`src/rtl/core/nsp_pkg.sv`:
```
// Shared types, character codes and helpers for the NMEA sentence parser.
// No dependencies; used by nsp_step, nsp_out_buf and nmea_sentence_parser in rtl/core.
`timescale 1ns / 1ps

package nsp_pkg;

  // parser phase, one-hot
  typedef enum logic [4:0] {
    PH_IDLE   = 5'b00001,
    PH_FIELDS = 5'b00010,
    PH_DIG1   = 5'b00100,
    PH_DIG2   = 5'b01000,
    PH_SKIP   = 5'b10000
  } phase_t;

  // result event codes
  localparam logic [1:0] EV_STRAY = 2'd0;
  localparam logic [1:0] EV_BYTE  = 2'd1;
  localparam logic [1:0] EV_FEND  = 2'd2;
  localparam logic [1:0] EV_SEND  = 2'd3;

  // checksum status codes at sentence end
  localparam logic [1:0] CK_NONE = 2'd0;
  localparam logic [1:0] CK_OK   = 2'd1;
  localparam logic [1:0] CK_ERR  = 2'd2;

  // characters of interest
  localparam logic [7:0] CH_DOLLAR = 8'h24;
  localparam logic [7:0] CH_STAR   = 8'h2A;
  localparam logic [7:0] CH_COMMA  = 8'h2C;
  localparam logic [7:0] CH_CR     = 8'h0D;
  localparam logic [7:0] CH_LF     = 8'h0A;
  localparam logic [7:0] CH_ZERO   = 8'h30;
  localparam logic [7:0] CH_A_M10  = 8'h37;  // 'A' minus ten
  localparam logic [7:0] FC_MAX    = 8'hFF;

  // number of results one beat may cause, 0 to 2
  localparam int unsigned MAX_RES = 2;
  typedef logic [1:0] res_cnt_t;

  // one result beat
  typedef struct packed {
    logic [1:0] event_res;
    logic [7:0] data_byte;
    logic [7:0] field_number;
    logic [1:0] check_status;
    logic       last;
  } res_t;

  // results produced by the parser for one input beat
  typedef struct packed {
    res_cnt_t n_res;
    res_t     r0;
    res_t     r1;
  } res_pair_t;

  // uppercase hex character of a nibble
  function automatic logic [7:0] hex_char(input logic [3:0] nib);
    logic [7:0] wide;
    wide = {4'd0, nib};
    if (nib < 4'd10) begin
      hex_char = wide + CH_ZERO;
    end else begin
      hex_char = wide + CH_A_M10;
    end
  endfunction

endpackage

```
`src/rtl/core/nsp_if.sv`:
```
// Valid/ready channel interfaces for the parser input and result streams.
// Standalone; the result payload matches the field widths of nsp_pkg::res_t.
`timescale 1ns / 1ps

interface nsp_in_if;
  logic       valid;
  logic       ready;
  logic [7:0] rx_byte;

  modport source (output valid, output rx_byte, input ready);
  modport sink (input valid, input rx_byte, output ready);
endinterface

interface nsp_out_if;
  logic       valid;
  logic       ready;
  logic [1:0] event_res;
  logic [7:0] data_byte;
  logic [7:0] field_number;
  logic [1:0] check_status;
  logic       last;

  modport source (output valid, output event_res, output data_byte, output field_number,
                  output check_status, output last, input ready);
  modport sink (input valid, input event_res, input data_byte, input field_number,
                input check_status, input last, output ready);
endinterface

```
`src/rtl/core/nsp_step.sv`:
```
// Parser state (phase, running checksum, field counter) and per-byte decode.
// Depends on nsp_pkg.
`timescale 1ns / 1ps

module nsp_step (
  input  logic               clk,
  input  logic               rst_n,
  input  logic               in_fire,
  input  logic [7:0]         rx_byte,
  output nsp_pkg::res_pair_t res
);

  nsp_pkg::phase_t phase_r, phase_nxt;
  logic [7:0]      xor_r, xor_nxt;
  logic [7:0]      fc_r, fc_nxt;
  logic            eol;

  assign eol = (rx_byte == nsp_pkg::CH_CR) || (rx_byte == nsp_pkg::CH_LF);

  // decode one byte against the current phase
  always_comb begin
    phase_nxt = phase_r;
    xor_nxt   = xor_r;
    fc_nxt    = fc_r;
    res       = '0;
    case (phase_r)
      nsp_pkg::PH_FIELDS: begin
        if (rx_byte == nsp_pkg::CH_COMMA) begin
          res.n_res = 2'd1;
          res.r0    = '{nsp_pkg::EV_FEND, 8'd0, fc_r, nsp_pkg::CK_NONE, 1'b1};
          xor_nxt   = xor_r ^ rx_byte;
          if (fc_r != nsp_pkg::FC_MAX) begin
            fc_nxt = fc_r + 8'd1;
          end
        end else if (rx_byte == nsp_pkg::CH_STAR) begin
          res.n_res = 2'd1;
          res.r0    = '{nsp_pkg::EV_FEND, 8'd0, fc_r, nsp_pkg::CK_NONE, 1'b1};
          phase_nxt = nsp_pkg::PH_DIG1;
        end else if (eol) begin
          // field end then sentence end, no checksum
          res.n_res = 2'd2;
          res.r0    = '{nsp_pkg::EV_FEND, 8'd0, fc_r, nsp_pkg::CK_NONE, 1'b0};
          res.r1    = '{nsp_pkg::EV_SEND, 8'd0, fc_r, nsp_pkg::CK_NONE, 1'b1};
          phase_nxt = nsp_pkg::PH_IDLE;
        end else begin
          res.n_res = 2'd1;
          res.r0    = '{nsp_pkg::EV_BYTE, rx_byte, fc_r, nsp_pkg::CK_NONE, 1'b1};
          xor_nxt   = xor_r ^ rx_byte;
        end
      end
      nsp_pkg::PH_DIG1: begin
        if (!eol && (rx_byte == nsp_pkg::hex_char(xor_r[7:4]))) begin
          phase_nxt = nsp_pkg::PH_DIG2;
        end else begin
          res.n_res = 2'd1;
          res.r0    = '{nsp_pkg::EV_SEND, 8'd0, fc_r, nsp_pkg::CK_ERR, 1'b1};
          phase_nxt = eol ? nsp_pkg::PH_IDLE : nsp_pkg::PH_SKIP;
        end
      end
      nsp_pkg::PH_DIG2: begin
        res.n_res = 2'd1;
        res.r0    = '{nsp_pkg::EV_SEND, 8'd0, fc_r,
                      (rx_byte == nsp_pkg::hex_char(xor_r[3:0])) ?
                        nsp_pkg::CK_OK : nsp_pkg::CK_ERR,
                      1'b1};
        phase_nxt = nsp_pkg::PH_IDLE;
      end
      nsp_pkg::PH_SKIP: begin
        phase_nxt = nsp_pkg::PH_IDLE;
      end
      default: begin
        // idle: wait for a dollar, report anything else as stray
        if (rx_byte == nsp_pkg::CH_DOLLAR) begin
          phase_nxt = nsp_pkg::PH_FIELDS;
          xor_nxt   = 8'd0;
          fc_nxt    = 8'd0;
        end else begin
          phase_nxt = nsp_pkg::PH_IDLE;
          res.n_res = 2'd1;
          res.r0    = '{nsp_pkg::EV_STRAY, rx_byte, 8'd0, nsp_pkg::CK_NONE, 1'b1};
        end
      end
    endcase
  end

  // state update on an accepted beat
  always_ff @(posedge clk) begin
    if (!rst_n) begin
      phase_r <= nsp_pkg::PH_IDLE;
      xor_r   <= 8'd0;
      fc_r    <= 8'd0;
    end else if (in_fire) begin
      phase_r <= phase_nxt;
      xor_r   <= xor_nxt;
      fc_r    <= fc_nxt;
    end
  end

endmodule

```
`src/rtl/core/nsp_out_buf.sv`:
```
// Two-entry result queue between the parser decode and the result channel.
// Depends on nsp_pkg.
`timescale 1ns / 1ps

module nsp_out_buf (
  input  logic               clk,
  input  logic               rst_n,
  input  nsp_pkg::res_cnt_t  push_n,
  input  nsp_pkg::res_t      push_r0,
  input  nsp_pkg::res_t      push_r1,
  input  logic               out_ready,
  output logic               out_valid,
  output nsp_pkg::res_t      out_res,
  output logic               space_ok
);

  nsp_pkg::res_t      e0_r, e0_nxt;
  nsp_pkg::res_t      e1_r, e1_nxt;
  nsp_pkg::res_cnt_t  count_r, count_nxt;
  nsp_pkg::res_cnt_t  kept;
  logic               pop;

  assign out_valid = (count_r != 2'd0);
  assign out_res   = e0_r;
  assign pop       = out_valid && out_ready;

  // room for the largest burst one input beat can cause
  assign space_ok = (count_r == 2'd0) || ((count_r == 2'd1) && out_ready);

  // shift out the head, then append new results behind what is kept
  always_comb begin
    e0_nxt = e0_r;
    e1_nxt = e1_r;
    if (pop) begin
      e0_nxt = e1_r;
    end
    kept = count_r - {1'b0, pop};
    if (push_n != 2'd0) begin
      if (kept == 2'd0) begin
        e0_nxt = push_r0;
      end else begin
        e1_nxt = push_r0;
      end
    end
    if (push_n == 2'd2) begin
      e1_nxt = push_r1;
    end
    count_nxt = kept + push_n;
  end

  // entry payloads
  always_ff @(posedge clk) begin
    e0_r <= e0_nxt;
    e1_r <= e1_nxt;
  end

  // fill level
  always_ff @(posedge clk) begin
    if (!rst_n) begin
      count_r <= 2'd0;
    end else begin
      count_r <= count_nxt;
    end
  end

`ifndef SYNTHESIS
  a_no_overflow: assert property (@(posedge clk) disable iff (!rst_n)
    count_r != 2'd3)
    else $error("result queue fill level out of range");

  a_burst_fits: assert property (@(posedge clk) disable iff (!rst_n)
    (push_n == 2'd2) |-> ((count_r == 2'd0) || ((count_r == 2'd1) && pop)))
    else $error("two-result burst pushed without room");

  a_push_visible: assert property (@(posedge clk) disable iff (!rst_n)
    (push_n != 2'd0) |=> (count_r != 2'd0))
    else $error("pushed result lost");

  a_pop_order: assert property (@(posedge clk) disable iff (!rst_n)
    (pop && (count_r == 2'd2)) |=> (e0_r == $past(e1_r)))
    else $error("result queue order broken");
`endif

endmodule

```
`src/rtl/core/nmea_sentence_parser.sv`:
```
// NMEA sentence parser: one received byte per beat in, field and sentence events out.
// Results are registered in the result queue before they are offered on the output.
// Throughput: one byte per cycle while results are taken; a CR/LF inside fields gives
// two results, fills the two-entry result queue and holds the input while the queue is full.
// Synchronous active-low reset: parser idle, checksum and field counter cleared, queue empty.
// Depends on nsp_pkg, nsp_if, nsp_step and nsp_out_buf.
`timescale 1ns / 1ps

module nmea_sentence_parser (
  input  logic       clk,
  input  logic       rst_n,
  nsp_in_if.sink     in_ch,
  nsp_out_if.source  out_ch
);

  nsp_pkg::res_pair_t res;
  nsp_pkg::res_cnt_t  push_n;
  nsp_pkg::res_t      head;
  logic               in_fire;
  logic               space_ok;

  assign in_ch.ready = space_ok;
  assign in_fire     = in_ch.valid && space_ok;
  assign push_n      = in_fire ? res.n_res : 2'd0;

  // per-byte parse and state
  nsp_step u_step (
    .clk     (clk),
    .rst_n   (rst_n),
    .in_fire (in_fire),
    .rx_byte (in_ch.rx_byte),
    .res     (res)
  );

  // result queue toward the output channel
  nsp_out_buf u_out_buf (
    .clk       (clk),
    .rst_n     (rst_n),
    .push_n    (push_n),
    .push_r0   (res.r0),
    .push_r1   (res.r1),
    .out_ready (out_ch.ready),
    .out_valid (out_ch.valid),
    .out_res   (head),
    .space_ok  (space_ok)
  );

  // output beat payload
  assign out_ch.event_res    = head.event_res;
  assign out_ch.data_byte    = head.data_byte;
  assign out_ch.field_number = head.field_number;
  assign out_ch.check_status = head.check_status;
  assign out_ch.last         = head.last;

endmodule

```
`src/flat_wrapper.sv`:
```
// flat-port wrapper written by rule: the top's interface ports become plain ports
module nmea_sentence_parser_flat 
  (clk, rst_n, in_ch_valid, in_ch_rx_byte, in_ch_ready, out_ch_valid, out_ch_event_res, out_ch_data_byte, out_ch_field_number, out_ch_check_status, out_ch_last, out_ch_ready);
  nsp_in_if in_ch_i ();
  nsp_out_if out_ch_i ();
  input  logic clk;
  input  logic rst_n;
  input wire logic [$bits(in_ch_i.valid)-1:0] in_ch_valid;
  input wire logic [$bits(in_ch_i.rx_byte)-1:0] in_ch_rx_byte;
  output wire logic [$bits(in_ch_i.ready)-1:0] in_ch_ready;
  output wire logic [$bits(out_ch_i.valid)-1:0] out_ch_valid;
  output wire logic [$bits(out_ch_i.event_res)-1:0] out_ch_event_res;
  output wire logic [$bits(out_ch_i.data_byte)-1:0] out_ch_data_byte;
  output wire logic [$bits(out_ch_i.field_number)-1:0] out_ch_field_number;
  output wire logic [$bits(out_ch_i.check_status)-1:0] out_ch_check_status;
  output wire logic [$bits(out_ch_i.last)-1:0] out_ch_last;
  input wire logic [$bits(out_ch_i.ready)-1:0] out_ch_ready;
  assign in_ch_i.valid = in_ch_valid;
  assign in_ch_i.rx_byte = in_ch_rx_byte;
  assign in_ch_ready = in_ch_i.ready;
  assign out_ch_valid = out_ch_i.valid;
  assign out_ch_event_res = out_ch_i.event_res;
  assign out_ch_data_byte = out_ch_i.data_byte;
  assign out_ch_field_number = out_ch_i.field_number;
  assign out_ch_check_status = out_ch_i.check_status;
  assign out_ch_last = out_ch_i.last;
  assign out_ch_i.ready = out_ch_ready;
  nmea_sentence_parser u_core (.clk(clk), .rst_n(rst_n), .in_ch(in_ch_i), .out_ch(out_ch_i));
endmodule
```
`config.mk`:
```
export PLATFORM = sky130hd
export DESIGN_NAME = nmea_sentence_parser_flat
export DESIGN_NICKNAME = d
export VERILOG_FILES = /design/src/rtl/core/nsp_pkg.sv /design/src/rtl/core/nsp_if.sv /design/src/rtl/core/nsp_step.sv /design/src/rtl/core/nsp_out_buf.sv /design/src/rtl/core/nmea_sentence_parser.sv /design/src/flat_wrapper.sv
export SDC_FILE = /design/constraint.sdc
export NUM_CORES = 1
export LEC_CHECK = 0
export BUFFER_PORTS_ARGS = -buffer_cell sky130_fd_sc_hd__buf_2
export CAP_MARGIN = 0
export CELL_PAD_IN_SITES_DETAIL_PLACEMENT = 0
export CELL_PAD_IN_SITES_GLOBAL_PLACEMENT = 1
export CORE_ASPECT_RATIO = 0.9
export CORE_MARGIN = 1.5
export CORE_UTILIZATION = 25
export CTS_BUF_LIST = sky130_fd_sc_hd__clkbuf_8 sky130_fd_sc_hd__clkbuf_16
export DETAILED_ROUTE_END_ITERATION = 8
export GPL_ROUTABILITY_DRIVEN = 0
export PLACE_DENSITY_LB_ADDON = 0.08
export REMOVE_ABC_BUFFERS = 1
export SYNTH_ARGS = -nofsm -noshare
export SYNTH_HDL_FRONTEND = slang
export SYNTH_HIERARCHICAL = 1
export SYNTH_SLANG_ARGS = --single-unit
```
`constraint.sdc`:
```
create_clock -name clk -period 7.7 [get_ports clk]
set_input_delay 1.155 -clock clk [delete_from_list [all_inputs] [get_ports clk]]
set_output_delay 1.155 -clock clk [all_outputs]
set_load 0.01 [all_outputs]
```
**Yosys cells after proc, flatten, opt, wreduce, memory -nomap -nowiden**

Cells that the tools add are included.

- Bitwise logic cells: 2
- Equal/unequal tests: 21
- Reductions and logical operators: 19
- Muxes and demuxes: 37
- $add $sub $neg: 7
- Magnitude comparators: 2

Operators with widths:

| operator | number |
|---|---|
| 21-bit two-way mux | 10 |
| 23-bit one-hot mux with 4 select lines | 1 |
| 23-bit two-way mux | 3 |
| 8-bit two-way mux | 8 |
| 22-bit two-way mux | 2 |
| 8-bit one-hot mux with 2 select lines | 2 |
| 4-bit by 6-bit adder with 7-bit output, second input constant | 4 |
| 5-bit two-way mux | 5 |
| 8-bit by 6-bit equality test with 1-bit output, second input constant | 3 |
| 8-bit by 4-bit equality test with 1-bit output, second input constant | 2 |
| 8-bit equality test | 2 |
| 5-bit one-hot mux with 3 select lines | 1 |
| 7-bit two-way mux | 2 |
| 5-bit AND reduction | 2 |
| 3-bit inequality test, second input constant | 3 |
| 8-bit by 1-bit adder with 8-bit output, second input constant | 1 |
| 4-bit < comparator, second input constant | 2 |
| 8-bit inequality test, second input constant | 1 |
| 2-bit nonzero test | 4 |
| 8-bit bitwise XOR | 1 |
| 2-bit two-way mux | 3 |
| 2-bit inequality test, second input constant | 3 |
| 5-bit by 2-bit equality test with 1-bit output, second input constant | 1 |
| 5-bit by 3-bit equality test with 1-bit output, second input constant | 1 |
| 16 further kinds | 21 |

- Input bits: 12
- Word-level logic and storage cells: 102
- Bits in registers: 65

**Depth between registers and ports, before layout**

Gate-level depths: netlist of the first run.

- Word-level depth: 11
- Gate-level depth with buffers: 14
- Depth with buffers taken out: 12

**Cells and area by module**

The synthesis of the first run kept the hierarchy.

By module, submodules not included:

| module | area an instance (um^2) | cells each | instances |
|---|---|---|---|
| nsp_step | 2035.7 | 278 | 1 |
| nsp_out_buf | 1953.1 | 181 | 1 |
| nmea_sentence_parser | 18.8 | 3 | 1 |

**Least setup slack after synthesis of the first run**

OpenSTA, ideal clock, no wires.

- Path kind: input-to-reg
- From: input port in_ch_rx_byte[1]
- To: register u_core/u_out_buf/e1_r[0] in the netlist's numbering (enable)
- Required time: 7.294 ns
- Stages on the path: 10
- Library setup time: 0.406 ns
- Arrival time: 4.072 ns
- Path slack: 3.222 ns
- Cell sequence: clkbuf_1 or3b_2 a21oi_1 and3_1 buf_2 o21bai_1 a32oi_1 buf_4 and3_1 a21oi_1

RTL lines:

| what | RTL line | text |
|---|---|---|
| from (decl) | flat_wrapper.sv:9 | `input wire logic [$bits(in_ch_i.rx_byte)-1:0] in_ch_rx_byte;` |
| to (signal assigned) | nsp_out_buf.sv:54 | `e1_r <= e1_nxt;` |
| to (decl) | nsp_out_buf.sv:18 | `nsp_pkg::res_t e1_r, e1_nxt;` |

==> metrics.txt, run 1 <==
final period utilization 0.5781; met1 usage 0.2042; register area share after synthesis 0.3771; CTS tree yes; PortBufs 34; Syn Area/Cell 8.674 µm²; # diodes 0; Max FO, Critical Path 21; area occupied by registers 1511 µm²; vias in the first global route 3253; Slew headroom 0.2600; DP HPWL 8.264 mm; DIE AREA 16800 µm²; hold crit path type reg -> reg; R2R depth 10; final setup fails 0; power density over the cells 279.6 nW/µm²; area of the multi-input gates 2167 µm²; Nets 494; Post-Synthesis Cells 462; maximum clock path buffer count 2; critical path endpoint category flop; final hold violation count 0; Initial Utilization 0.2577; async set-or-reset flop fraction in the synthesized netlist 0; Vias/cell 4.927; Die Width 136.5 µm; unrepaired setup endpoints after global routing no; post-route clock skew 0.005567 ns; synthesized area 4008 µm²; core box area 15550 µm²; Synth area leader dfxtp_1; Worst-Margin Slew 1.105 ns; Setup WS pre-CTS 2.837 ns; maxcap violations 0; share of cells above drive strength 1 0.1909; Worst-Skew Late Latency 0.34 ns; WL/cell 16.94 µm; hold-fix buffer count after cts 0; worst vdd ir 115.2 µV; Top FF cell, synth dfxtp_1; setup TNS 0 ns; chip height 123.1 µm; GR Layer Usage met2 0.2268; Fin Hold WS 0.4791 ns; DR pass1 iterations 5; Worst path slowest cell nor2b_2; FP Rows 43; number of enable flip-flop cells after synthesis 21; CTS Buf Count 9; Arr. time, crit path 4.54 ns; ANT nets after route 0; Yosys cell types 64; total gr overflow 0; Final Power 1.265 mW; top-area cell type share of the netlist area 0.2198; Post-CTS Setup Inserts 0; ranking of synthesized cells by area dfxtp_1 22%, edfxtp_1 16%, mux2_2 5.6%; Clock transition at path regs 0.06 ns; crit path time final 4.451 ns; Startpoint Class input port; outcome completed; number of synthesized register bits 65; IO Pins 35; critical path cell sequence buf_2, xor2_1, a2111oi_0, a21bo_2, a32oi_1, and3_1, nor2b_2, mux2_2; fill cell count 1669; initial antenna violation count 0; largest net degree at the start of global routing 31; post_cts resized 0; DRT iter0 DRCs 214; CTS H-tree depth 3; vias 3370; Max Clock Freq 224.7 MHz; gr usage total 0.1477; CTS Root Cell clkbuf_16; sinks on the clock net 65; GRT busiest layer met2; Slew Viols, Final 0; slowest stage delay, CP 0.87 ns; Synthesis Warnings 6; DRC violations left 0; Routed WL 11.59 mm; area growth from synthesis to layout 12.89%; setup ws final 3.249 ns; Hold Path Stages 2; Crit Path Class in -> reg; fin util 0.2910; first-pass GRT wire length 18.70 mm; Req. time, crit path 7.79 ns; Leakage Power 1.638 nW; met3 track demand over resource 0.03608
==> per-stage QoR <==
stage	instance area, µm²	instances
2_1_floorplan	3765	426
3_3_place_gp	4237	668
3_5_place_dp	4237	668
4_1_cts	4524	684
5_1_grt	4524	684
6_report	4524	684
==> cells in the final DEF, fill, tap and decap left out, types with 19 or more instances in the layout <==
master    synthesis  final
a21oi_1          27     26
mux2_2           20     20
o21ai_0          19     19
buf_2             8     34
a31oi_1          28     28
edfxtp_1         21     21
nand2_1          56     56
dfxtp_1          44     44
nor3_1           25     25
inv_1            24     25
==> critical path: cells and delay by family <==
family                 cells  cell delay (ns)
XOR/XNOR                   1             0.18
AO/OA/AOI/OAI              3             1.40
multiplexers               1             0.43
buffers and inverters      1             0.19
AND/OR/NAND/NOR            2             1.16
==> cell type report <==
class | count | share of cell area
clock buffer | 9 | 0.04978
clock inverter | 7 | 0.01383
inverter | 24 | 0.01991
multi-input combinational | 337 | 0.4790
sequential | 65 | 0.3341
tap | 202 | 0.05586
timing repair buffer | 40 | 0.04757
==> cells by family after synthesis <==
family,after synthesis,share of synthesized area
AND/OR/NAND/NOR,174,0.2413
AO/OA/AOI/OAI,116,0.1904
buffers and inverters,69,0.09148
flip-flops,65,0.3771
multiplexers,21,0.05901
XOR/XNOR,11,0.02404
adder cells (fa/ha/maj),5,0.01561
other,1,0.0009357
==> routing by layer <==
layer | share of wire | up-vias | wire (µm)
met5 | 0 | - | 0
met4 | 0.0093 | 0 | 108
met3 | 0.042 | 8 | 482
met2 | 0.45 | 55 | 5209
met1 | 0.50 | 1618 | 5788
li1 | - | 1689 | -
==> cells in the mapped netlist, types with 15 or more instances <==
library cell,n
edfxtp_1,21
a21oi_1,27
clkbuf_1,15
nand2_1,56
mux2_2,20
nor3_1,25
o21ai_0,19
dfxtp_1,44
buf_4,18
a31oi_1,28
inv_1,24
==> flip-flops by register name, indices dropped and copies added (netlist names) <==
register / cells
u_core/u_out_buf/out_res: 21
u_core/u_out_buf/count_r: 2
u_core/u_step/phase_r: 5
u_core/u_out_buf/e1_r: 21
u_core/u_step/xor_r: 8
u_core/u_step/fc_r: 8
==> where the power goes <==
part	switching, mW	internal, mW	total, mW
sequential	0.0411	0.456	0.497
combinational	0.228	0.138	0.366
clock	0.155	0.247	0.402
total	0.424	0.841	1.27
==> path summary, 6_finish.rpt <==
kind / startpoint / to / slack (ns)
setup / recovery: in_ch_rx_byte[3] / u_core/u_out_buf/e1_r[5] / 3.25
hold / removal: u_core/u_out_buf/out_res[2] / u_core/u_out_buf/out_res[2] / 0.48
setup reg to reg: u_core/u_step/xor_r[5] / u_core/u_out_buf/e1_r[5] / 3.39
hold reg to reg: u_core/u_out_buf/out_res[2] / u_core/u_out_buf/out_res[2] / 0.48
Note: power is estimated with default switching activity, not from simulation.
==> run 2: changes to the inputs <==
--- a/config.mk
+++ b/config.mk
@@ -5,6 +5,7 @@
 export SDC_FILE = /design/constraint.sdc
 export NUM_CORES = 1
 export LEC_CHECK = 0
+export ABC_AREA = 1
 export BUFFER_PORTS_ARGS = -buffer_cell sky130_fd_sc_hd__buf_2
 export CAP_MARGIN = 0
 export CELL_PAD_IN_SITES_DETAIL_PLACEMENT = 0
==> constraint.sdc (replaced) <==
create_clock -name clk -period 3.8 [get_ports clk]
set_input_delay 0.57 -clock clk [delete_from_list [all_inputs] [get_ports clk]]
set_output_delay 0.57 -clock clk [all_outputs]
set_load 0.01 [all_outputs]
==> run 2 against run 1 <==
- power grew 130%
- sequential power grew 110%
- die area grew 12%
- clock power grew 110%
- synthesized area grew 12%
- worst setup slack lost 2.3 ns
- sequential share of layout area shrank 3.7 points
- largest cell class unchanged
- first-iteration DRC count grew 19%
- wire length grew 14%
- flip-flop and latch count is the same
- global-route usage grew 0.18 points
- combinational power grew to 2.8 times the previous value
==> metrics.txt, run 2 <==
outcome completed (unchanged); Initial Utilization 0.2555 (was 0.2577); Nets 739 (was 494); reg2reg start u_core/u_step/xor_r[7] (was u_core/u_step/xor_r[5]); DIE AREA 18810 µm² (was 16800 µm²); area growth from synthesis to layout 12.96% (was 12.89%); Die Width 144.4 µm (was 136.5 µm); r2r setup slk 0.92 ns (was 3.39 ns); CTS tree yes (unchanged); first-pass GRT wire length 21.17 mm (was 18.70 mm); vias in the first global route 3933 (was 3253); slowest stage delay, CP 0.45 ns (was 0.87 ns); Fin Hold WS 0.4889 ns (was 0.4791 ns); XOR/XNOR Fraction of Synth Area 0.02725 (was 0.02404); largest net degree at the start of global routing 27 (was 31); simple-gate area share of the yosys netlist 0.4093 (was 0.2413); fin util 0.2886 (was 0.2910); Worst-Margin Slew 0.4980 ns (was 1.105 ns); power density over the cells 574.0 nW/µm² (was 279.6 nW/µm²); core box area 17610 µm² (was 15550 µm²); synthesized area 4499 µm² (was 4008 µm²); R2R depth 13 (was 10); DP HPWL 9.862 mm (was 8.264 mm); Post-Synthesis Cells 708 (was 462); setup ws final 0.9213 ns (was 3.249 ns); DRT iter0 DRCs 254 (was 214); Synthesis Warnings 6 (unchanged); Clock transition at path regs 0.06 ns (about the same); async set-or-reset flop fraction in the synthesized netlist 0 (unchanged); ANT nets after route 0 (unchanged); initial antenna violation count 0 (unchanged); Worst Setup SP u_core/u_step/xor_r[7] (was in_ch_rx_byte[3]); delay-heaviest family, CP simple AND/OR/NAND/NOR gates (was compound AO/OA/AOI/OAI gates); WL/cell 13.63 µm (was 16.94 µm); number of enable flip-flop cells after synthesis 21 (unchanged); CTS H-tree depth 3 (unchanged); fin area 5082 µm² (was 4524 µm²); ranking of synthesized cells by area dfxtp_1 20%, nand2_1 19%, edfxtp_1 14% (was dfxtp_1 22%, edfxtp_1 16%, mux2_2 5.6%); leading cell type in the layout, fill and taps excluded nand2_1 (unchanged); Final Power 2.917 mW (was 1.265 mW); reg2reg end u_core/u_out_buf/e1_r[14] (was u_core/u_out_buf/e1_r[5]); crit path time final 2.879 ns; Setup WS pre-CTS 0.8125 ns (was 2.837 ns); share of cells above drive strength 1 0.1197 (was 0.1909); Yosys cell types 32 (was 64); number of synthesized register bits 65 (unchanged); total gr overflow 0 (unchanged); FP Rows 46 (was 43); Slew headroom 0.6660 (was 0.2600); Hold Path Stages 2 (unchanged); # diodes 0 (unchanged); Routed WL 13.18 mm (was 11.59 mm); Leakage Power 2.456 nW (was 1.638 nW); hold-fix buffer count after cts 0 (unchanged); PortBufs 34 (unchanged); Post-DP Area 4776 µm² (was 4237 µm²); most frequent cells in the layout 228 x nand2_1, 110 x nand3_1, 97 x inv_1, 59 x nor2_1, 44 x dfxtp_1 (was 56 x nand2_1, 44 x dfxtp_1, 34 x buf_2, 28 x a31oi_1, 26 x a21oi_1); setup TNS 0 ns (unchanged); Req. time, crit path 3.82 ns (was 7.79 ns); CTS Root Cell clkbuf_16 (unchanged); DR pass1 iterations 6 (was 5); critical path endpoint category flop (unchanged); chip height 130.3 µm (was 123.1 µm); Final Non-Filler Cells 967 (was 684); maxcap violations 0 (unchanged); placed cells 951 (was 668); Slew Viols, Final 0 (unchanged); final setup fails 0 (unchanged); Hold Path Origin u_core/u_step/phase_r[4] (was u_core/u_out_buf/out_res[2]); final period utilization 0.7576; post_cts resized 0 (unchanged); cell with the most instances after synthesis nand2_1 (unchanged); Post-CTS Setup Inserts 0 (unchanged); CP Buf/Inv Count 4 (was 1); top post-synthesis cells by count 228 x nand2_1, 110 x nand3_1, 97 x inv_1 (was 56 x nand2_1, 44 x dfxtp_1, 28 x a31oi_1); gr usage total 0.1495 (was 0.1477); post-route clock skew 0.008625 ns (was 0.005567 ns); Vias/cell 4.269 (was 4.927); Synth area leader dfxtp_1 (unchanged); hold crit path type reg -> reg (unchanged); worst vdd ir 221.7 µV (was 115.2 µV); maximum clock path buffer count 2 (unchanged); Synth Area in Compound Gates 0.06368 (was 0.1904); Startpoint Class flop (was input port); Worst-Skew Late Latency 0.34 ns (about the same); CTS Buf Count 9 (unchanged); vias 4128 (was 3370); main combinational cell family by area after synthesis simple AND/OR/NAND/NOR gates (unchanged); IO Pins 35 (unchanged); Adder-Cell Fraction of Synth Area 0.01390 (was 0.01561); register area share after synthesis 0.3359 (was 0.3771); Worst Hold Path EP u_core/u_step/phase_r[4] (was u_core/u_out_buf/out_res[2]); Arr. time, crit path 2.90 ns (was 4.54 ns); sinks on the clock net 65 (unchanged); final hold violation count 0 (unchanged); Max Clock Freq 347.4 MHz; DRC violations left 0 (unchanged); critical path cell sequence inv_1, nor2_2, nand2_1, a21oi_1, nor2_1, nand2_1, nand2_1, nand4_1, inv_1, nor2_1, inv_1, o21ai_2, buf_4 (was buf_2, xor2_1, a2111oi_0, a21bo_2, a32oi_1, and3_1, nor2b_2, mux2_2); Worst path slowest cell dfxtp_1 (was nor2b_2); Crit Path Class reg -> reg (was in -> reg); Max FO, Critical Path 21 (unchanged); Top FF cell, synth dfxtp_1 (unchanged); Syn Area/Cell 6.355 µm² (was 8.674 µm²); unrepaired setup endpoints after global routing no (unchanged); top-area cell type share of the netlist area 0.1958 (was 0.2198); mux cell area share after synthesis 0 (was 0.05901)
run 2: cell types whose count changed after synthesis, sizes merged, moves of 6 or more:
| cell | change |
|---|---|
| and3 | -9 |
| or4 | -8 |
| o31ai | -6 |
| nor3 | -24 |
| and2 | -12 |
| nand3 | +100 |
| nor2b | -10 |
| or3 | -10 |
| a21boi | -6 |
| nor2 | +57 |
| a31oi | -29 |
| nand2 | +182 |
| mux2 | -21 |
| inv | +81 |
run 2: logic make-up after synthesis:
family	Yosys count
simple gates	423
buf+inv	152
flops	65
compound gates	48
xor+xnor	14
fa+ha+maj	5
other cells	1
run 2: area by class of cell:
class	instances	area, µm²
Inverter	107	401.6
Multi-Input combinational cell	500	2355
Tap cell	240	300.3
Clock inverter	6	67.56
Fill cell	2020	12530
Clock buffer	10	239.0
Sequential cell	65	1511
Timing Repair Buffer	39	207.7
run 2: metal layers:
| layer | GRT usage | vias up | share of wire |
|---|---|---|---|
| met1 | 0.2127 | 1832 | 0.54 |
| met2 | 0.2274 | 64 | 0.41 |
| met4 | 0.04575 | 0 | 0.014 |
| met5 | 0 | - | 0 |
| met3 | 0.02936 | 19 | 0.035 |
| li1 | - | 2213 | - |
run 2: worst max-delay path by stage:
stage	depth (start not counted)	endpoint	slack [ns]
6_report	13	u_core/u_out_buf/e1_r[14]	0.92
5_1_grt	13	u_core/u_out_buf/e1_r[10]	0.62
4_1_cts	16	u_core/u_out_buf/e1_r[4]	0.89
3_5_place_dp	16	u_core/u_out_buf/e1_r[8]	0.81
3_3_place_gp	16	u_core/u_out_buf/e1_r[4]	0.89
2_1_floorplan	10	u_core/u_out_buf/e1_r[0]	-0.26
run 2: where the power goes:
part,switching [mW],internal [mW]
combinational,0.702,0.333
clock,0.338,0.527
sequential,0.0758,0.942
total,1.12,1.80
run 2: worst min-delay path, cell delays in order (launching register included):
cell	delay [ns]
dfxtp_1	0.32
nand2_1	0.06
a21oi_1	0.06
